**src/rtl/core/wcs_pkg.sv**
```systemverilog
`default_nettype none

package wcs_pkg;

    localparam int MAX_LINE_SAMPLES = 5;
    localparam int K_W = $clog2(MAX_LINE_SAMPLES + 1);

    localparam int ONE_Q14   = 16384;
    localparam int POS0_BASE = 9830;
    localparam int POS1_BASE = 55706;
    localparam int POS_GAIN  = 3277;
    localparam int PARA_BASE = 3277;
    localparam int PARA_GAIN = 1311;
    localparam int HOOK_BASE = 512;
    localparam int LINE_A    = 21627;
    localparam int LINE_B    = 43254;

    // config register indexes
    localparam logic [1:0] REG_SHORT_SEG  = 2'd0;
    localparam logic [1:0] REG_END_CLAMP  = 2'd1;
    localparam logic [1:0] REG_LINE_SHORT = 2'd2;
    localparam logic [1:0] REG_LINE_STEP  = 2'd3;

    typedef struct packed {
        logic signed [23:0] x;
        logic signed [23:0] y;
    } pt_t;

    typedef struct packed {
        logic signed [15:0] x;
        logic signed [15:0] y;
    } uv_t;

    typedef struct packed {
        logic signed [27:0] x;
        logic signed [27:0] y;
    } wpt_t;

    typedef struct packed {
        logic signed [23:0] point_x;
        logic signed [23:0] point_y;
        logic               point_last;
    } in_item_t;

    typedef struct packed {
        logic signed [23:0] out_x;
        logic signed [23:0] out_y;
        logic               out_last;
        logic               out_error;
    } out_item_t;

    // round to nearest, halves away from zero
    function automatic logic signed [55:0] rsh_rnd(input logic signed [55:0] v,
                                                   input int unsigned s);
        logic [55:0] mag;
        logic [55:0] r;
        mag = v[55] ? 56'(-v) : 56'(v);
        r = (mag + (56'd1 << (s - 1))) >> s;
        rsh_rnd = v[55] ? -$signed(r) : $signed(r);
    endfunction

    function automatic logic signed [23:0] sat24(input logic signed [27:0] v);
        if (v > 28'sd8388607)
            sat24 = 24'sh7FFFFF;
        else if (v < -28'sd8388608)
            sat24 = 24'sh800000;
        else
            sat24 = v[23:0];
    endfunction

    function automatic logic signed [15:0] clamp_cos(input logic signed [55:0] dot);
        logic signed [55:0] r;
        r = rsh_rnd(dot, 14);
        if (r > 56'sd16384)
            clamp_cos = 16'sd16384;
        else if (r < -56'sd16384)
            clamp_cos = -16'sd16384;
        else
            clamp_cos = r[15:0];
    endfunction

endpackage

`default_nettype wire

```
**src/rtl/core/wcs_dir.sv**
```systemverilog
`default_nettype none

// Direction unit: unit vector (Q1.14) and Q.8 length of b - a.
// Bit-serial square root, then restoring division per component.
module wcs_dir import wcs_pkg::*;
(
    input  wire logic        clk,
    input  wire logic        rst_n,
    input  wire logic        start,
    input  wire pt_t         a,
    input  wire pt_t         b,
    output logic             done,
    output uv_t              u,
    output logic [25:0]      len8
);

    localparam logic [2:0] D_IDLE = 3'd0;
    localparam logic [2:0] D_SQX  = 3'd1;
    localparam logic [2:0] D_SQY  = 3'd2;
    localparam logic [2:0] D_SQRT = 3'd3;
    localparam logic [2:0] D_DIVI = 3'd4;
    localparam logic [2:0] D_DIV  = 3'd5;
    localparam logic [2:0] D_DONE = 3'd6;

    logic [2:0]         st_reg;
    logic signed [24:0] dx_reg, dy_reg;
    logic [63:0]        v_reg, res_reg, bit_reg;
    logic [4:0]         cnt_reg;
    logic [31:0]        len_reg;
    logic [31:0]        rem_reg;
    logic [16:0]        nsh_reg;
    logic [16:0]        q_reg;
    logic               ysel_reg;
    uv_t                u_reg;

    logic signed [24:0] dsel;
    logic signed [49:0] sq;
    logic [63:0]        trial;
    logic               sq_ge;
    logic [63:0]        res_nx;
    logic [24:0]        mag;
    logic [45:0]        num;
    logic [32:0]        r33;
    logic               dv_ge;
    logic [16:0]        qn;
    logic [15:0]        qc;
    logic               neg;

    always_comb
    begin
        dsel  = (st_reg == D_SQX) ? dx_reg : dy_reg;
        sq    = dsel * dsel;
        trial = res_reg + bit_reg;
        sq_ge = v_reg >= trial;
        res_nx = sq_ge ? ((res_reg >> 1) + bit_reg) : (res_reg >> 1);
        neg   = ysel_reg ? dy_reg[24] : dx_reg[24];
        mag   = ysel_reg ? (dy_reg[24] ? 25'(-dy_reg) : 25'(dy_reg))
                         : (dx_reg[24] ? 25'(-dx_reg) : 25'(dx_reg));
        num   = {mag, 21'd0} + 46'(len_reg[31:1]);
        r33   = {rem_reg, nsh_reg[16]};
        dv_ge = r33 >= {1'b0, len_reg};
        qn    = {q_reg[15:0], dv_ge};
        qc    = (qn > 17'd16384) ? 16'd16384 : qn[15:0];
    end

    always_ff @(posedge clk or negedge rst_n)
    begin
        if (!rst_n)
        begin
            st_reg <= D_IDLE;
        end
        else
        begin
            unique case (st_reg)
                D_IDLE:
                begin
                    if (start)
                    begin
                        dx_reg <= 25'(b.x) - 25'(a.x);
                        dy_reg <= 25'(b.y) - 25'(a.y);
                        st_reg <= D_SQX;
                    end
                end
                D_SQX:
                begin
                    v_reg  <= {14'd0, sq};
                    st_reg <= D_SQY;
                end
                D_SQY:
                begin
                    v_reg   <= (v_reg + {14'd0, sq}) << 14;
                    res_reg <= '0;
                    bit_reg <= 64'd1 << 62;
                    cnt_reg <= '0;
                    st_reg  <= D_SQRT;
                end
                D_SQRT:
                begin
                    if (sq_ge)
                        v_reg <= v_reg - trial;
                    res_reg <= res_nx;
                    bit_reg <= bit_reg >> 2;
                    cnt_reg <= cnt_reg + 5'd1;
                    if (cnt_reg == 5'd31)
                    begin
                        len_reg  <= res_nx[31:0];
                        ysel_reg <= 1'b0;
                        st_reg   <= D_DIVI;
                    end
                end
                D_DIVI:
                begin
                    if (len_reg == 32'd0)
                    begin
                        u_reg  <= '0;
                        st_reg <= D_DONE;
                    end
                    else
                    begin
                        rem_reg <= {3'd0, num[45:17]};
                        nsh_reg <= num[16:0];
                        q_reg   <= '0;
                        cnt_reg <= '0;
                        st_reg  <= D_DIV;
                    end
                end
                D_DIV:
                begin
                    rem_reg <= dv_ge ? 32'(r33 - {1'b0, len_reg}) : r33[31:0];
                    q_reg   <= qn;
                    nsh_reg <= nsh_reg << 1;
                    cnt_reg <= cnt_reg + 5'd1;
                    if (cnt_reg == 5'd16)
                    begin
                        if (!ysel_reg)
                        begin
                            u_reg.x  <= neg ? -$signed(qc) : $signed(qc);
                            ysel_reg <= 1'b1;
                            st_reg   <= D_DIVI;
                        end
                        else
                        begin
                            u_reg.y <= neg ? -$signed(qc) : $signed(qc);
                            st_reg  <= D_DONE;
                        end
                    end
                end
                D_DONE:
                begin
                    st_reg <= D_IDLE;
                end
                default:
                begin
                    st_reg <= D_IDLE;
                end
            endcase
        end
    end

    logic [32:0] len_rnd;
    assign len_rnd = {1'b0, len_reg} + 33'd64;
    assign len8 = len_rnd[32:7];
    assign done = (st_reg == D_DONE);
    assign u    = u_reg;

endmodule

`default_nettype wire

```
**config.mk**
```make
export PLATFORM = sky130hd
export DESIGN_NAME = wcs_dir
export DESIGN_NICKNAME = d
export VERILOG_FILES = /design/src/rtl/core/wcs_pkg.sv /design/src/rtl/core/wcs_dir.sv
export SDC_FILE = /design/constraint.sdc
export NUM_CORES = 2
export LEC_CHECK = 0
export ABC_AREA = 1
export ABC_CLOCK_PERIOD_IN_PS = 10800
export BUFFER_PORTS_ARGS = -buffer_cell sky130_fd_sc_hd__buf_4
export CORE_AREA = 2 2 362 364
export CTS_CLUSTER_DIAMETER = 120
export CTS_CLUSTER_SIZE = 8
export DETAILED_ROUTE_END_ITERATION = 8
export DIE_AREA = 0 0 364 366
export GPL_ROUTABILITY_DRIVEN = 0
export SLEW_MARGIN = 25
export SYNTH_ARGS = -nofsm -noshare
export SYNTH_HDL_FRONTEND = slang
export SYNTH_SLANG_ARGS = --single-unit
```
**constraint.sdc**
```tcl
create_clock -name clk -period 10.8 [get_ports clk]
set_clock_uncertainty 0.1 [all_clocks]
set_input_delay 1.08 -clock clk [delete_from_list [all_inputs] [get_ports clk]]
set_output_delay 1.08 -clock clk [all_outputs]
set_load 0.1 [all_outputs]
```
==> impl_metrics.toml <==
[outcome]
outcome = "finished clean"

[setup_path]
rr_worst_depth = 39
data_required_time_at_the_worst_endpoint_ns = 11.05
worst-setup-path-type = "flip-flop to flip-flop"
crit_fanout = 19
crit_path_dat_ns = 10.56
critical_path.endpoint_type = "flip-flop"
regToRegEndpoint = "v_reg[58]"
cp_slowest_cell = "fa_1"
crit-reg2reg-launch = "st_reg[0]"
critical_path.max_stage_delay_ns = 0.55
critPathLaunchType = "flip-flop"
setup.reg_to_reg.worst_slack_ns = 0.49

[cells_and_area]
num-fill-cells = 12900
synthToLayoutAreaGrowth_pct = 9.16
drive_above_1_share_pct = 7.52
final-seq-area_um2 = 10400
design.final.nets = 8608
layout.cells.most_common = "inv_1"
design_area_um2 = 60500
layout_common_cells = "inv_1, nand2_1, nor2_1"
multi_input_comb_area_um2 = 38800

[die]
core-area_um2 = 129000
floorplan.die_area_um2 = 133000
floorplan.initialDensity_pct = 42.9
die_y_extent_um = 366
die_x_um = 364
top_level_ports = 158
rows = 132

[place]
placed_cell_area_um2 = 59000
io_buffers = 157
place_hpwl_um = 147000
worst_setup_slack_post_dpl_ns = -0.181

[timing]
post-route-min-period_ns = 10.31
max_clock_freq_ghz = 0.0970
final-hold-violation-count = 0
max_slew_margin_pct = 31.5
postLayoutSetupSlackWorst_ns = 0.494
slew_violations = 0
tightestPinTransition_ns = 1.03
finalSetupViolCount = 0
layout_worst_path_cycle_share_pct = 95.4
setup_repair_after_global_routing_missed_its_margin = "no"

[global_route]
groute.usage.overall_pct = 26.5
largest_net_degree_at_the_start_of_global_routing = 77
number_of_antenna_violations_at_the_first_check_in_global_routing = 2
vias_in_the_first_global_route = 49200
global_route_overflow = 0
grt_pass1_wl_um = 278000

[hold_path]
hold_path_class = "input pin to async pin"

[yosys]
synth.yosys.warnings = 0
synthXorXnorAreaFrac_pct = 4.47
synthesis.nets = 8414
async_reset_ff_share_pct = 0.862
syn-instance-count = 7281
syn-mean-instance-area_um2 = 7.61
synthesis.area_um2 = 55400
synth-adder-area-share_pct = 31.6
synth.yosys.seq_area_share_pct = 18.8
synth.area.mux_share_pct = 0
synth_compound_gate_area_share_pct = 13.5
fraction_of_the_mapped_netlist_area_in_simple_logic_gates_pct = 20.2
ys_seq_elements = 348
synth_top_family_by_area = "adder cells"
netlist.top_cell.by_area = "fa_1"
synth_top_area_share_pct = 22.0
synth_cell_types = 73
synth-edff-count = 345
netlist_top_cells_area = "fa_1, edfxtp_1, inv_1"
yosys_most_used_dff = "edfxtp_1"

[cts]
cts-root-buf = "clkbuf_16"
clock_transition_at_the_registers_of_the_reported_paths_ns = 0.06
cts-buffers-inserted = 49
cts_hold_repair.buffers = 0
tritoncts = "done"
cts_num_sinks = 348
clock_latency_ns = 0.64
ctsHtreeMaxLevel = 2
clockBufferDepth = 3

[routing]
vias_per_cell = 5.39
route.detailed.wl_per_inst_um = 19.1
route.vias.total = 49700
detail_route.iter0.violations = 4573
wirelength_um = 176000
drc = 0
firstDrtPassIters = 5
drt.antenna.violating_nets = 0

[run]
cap_viol_max_count = 0
stage by stage:
stage / instances / hold WS [ns] / utilization (%) / TNS [ns]
finish: 9230 / 0.161 / 46.9 / 0
detailed placement: 9154 / 0.416 / 45.7 / -0.288
floorplan: 7281 / 0.400 / - / 0
global placement: 9154 / 0.405 / 45.7 / 0
global route: 9230 / 0.140 / 46.9 / 0
CTS: 9219 / 0.126 / 46.8 / 0
layer usage:
layer | global-route usage [%] | part of all wire [%] | vias to the layer above
met2 | 43.3 | 46 | 1918
li1 | - | - | 23700
met4 | 9.17 | 4.1 | 2
met1 | 36.2 | 43 | 23800
met3 | 2.99 | 6.7 | 357
met5 | 0 | 0.0051 | -
logic make-up (layout without fill, tap and decap cells):
logic type / after synthesis / in the layout
other cells: 0 / 1
xor+xnor: 283 / 283
fa+ha+maj: 1034 / 1034
flops: 348 / 348
simple gates: 2647 / 2647
buf+inv: 1644 / 1850
compound gates: 1325 / 1325
what timing repair did:
item	4_1_cts	5_1_grt
buffers inserted	2	10
setup endpoints to repair	4	17
pin swaps	0	0
resized for setup	2	15
synth_stat cells, types with 8 or more instances:
| cell | number |
|---|---|
| o21ai_0 | 435 |
| ha_1 | 424 |
| buf_1 | 14 |
| o21ai_1 | 43 |
| o21bai_1 | 28 |
| fa_1 | 610 |
| clkbuf_1 | 84 |
| nand3_2 | 8 |
| a21boi_0 | 18 |
| nand3b_1 | 17 |
| inv_2 | 46 |
| nand4_1 | 55 |
| nor4_1 | 40 |
| o21ai_2 | 44 |
| nand3_1 | 288 |
| a21oi_1 | 524 |
| edfxtp_1 | 345 |
| nand2_1 | 1230 |
| xor2_1 | 185 |
| a31oi_1 | 63 |
| o22ai_1 | 10 |
| xnor2_1 | 98 |
| a211oi_1 | 9 |
| nor2_2 | 33 |
| a21o_1 | 48 |
| inv_1 | 1460 |
| nand2_2 | 31 |
| buf_2 | 10 |
| or2_2 | 32 |
| o21a_1 | 25 |
| nor2_1 | 807 |
| o211ai_1 | 21 |
| nor3_1 | 67 |
| o31ai_1 | 15 |
| and3_1 | 8 |
| clkinv_1 | 17 |
worst max path at each step:
| stage | start | slack [ns] | cells after the start | endpoint |
|---|---|---|---|---|
| 6_report | st_reg[0] | 0.49 | 39 | v_reg[58] |
| 3_3_place_gp | st_reg[0] | 0.08 | 38 | v_reg[55] |
| 3_5_place_dp | st_reg[0] | -0.18 | 38 | v_reg[55] |
| 4_1_cts | st_reg[0] | 0.03 | 38 | v_reg[55] |
| 5_1_grt | st_reg[0] | 0.01 | 47 | v_reg[58] |
| 2_1_floorplan | st_reg[0] | 1.88 | 42 | v_reg[62] |
critical path, delay by kind of cell, from the launching register on:
family,cells,cell delay (ns)
AOI/OAI and AO/OA,14,2.60
xor gates and xnor gates,1,0.35
adders and majority gates,9,4.14
buffers and inverters,8,1.02
DFF,1,0.41
and+or+nand+nor,7,1.35
area by class of cell:
| class | instances | area share, % |
|---|---|---|
| well taps | 1742 | 3.60 |
| flip-flops and latches | 348 | 17.3 |
| clock buffers | 59 | 2.11 |
| repair buffers | 264 | 3.28 |
| diodes | 1 | 0.00414 |
| multi-input cells | 5289 | 64.1 |
| clock inverters | 4 | 0.139 |
| inverters | 1523 | 9.48 |
Power is not shown: default switching activity piles up to over one toggle a cycle in this logic, so the estimate is an artifact.
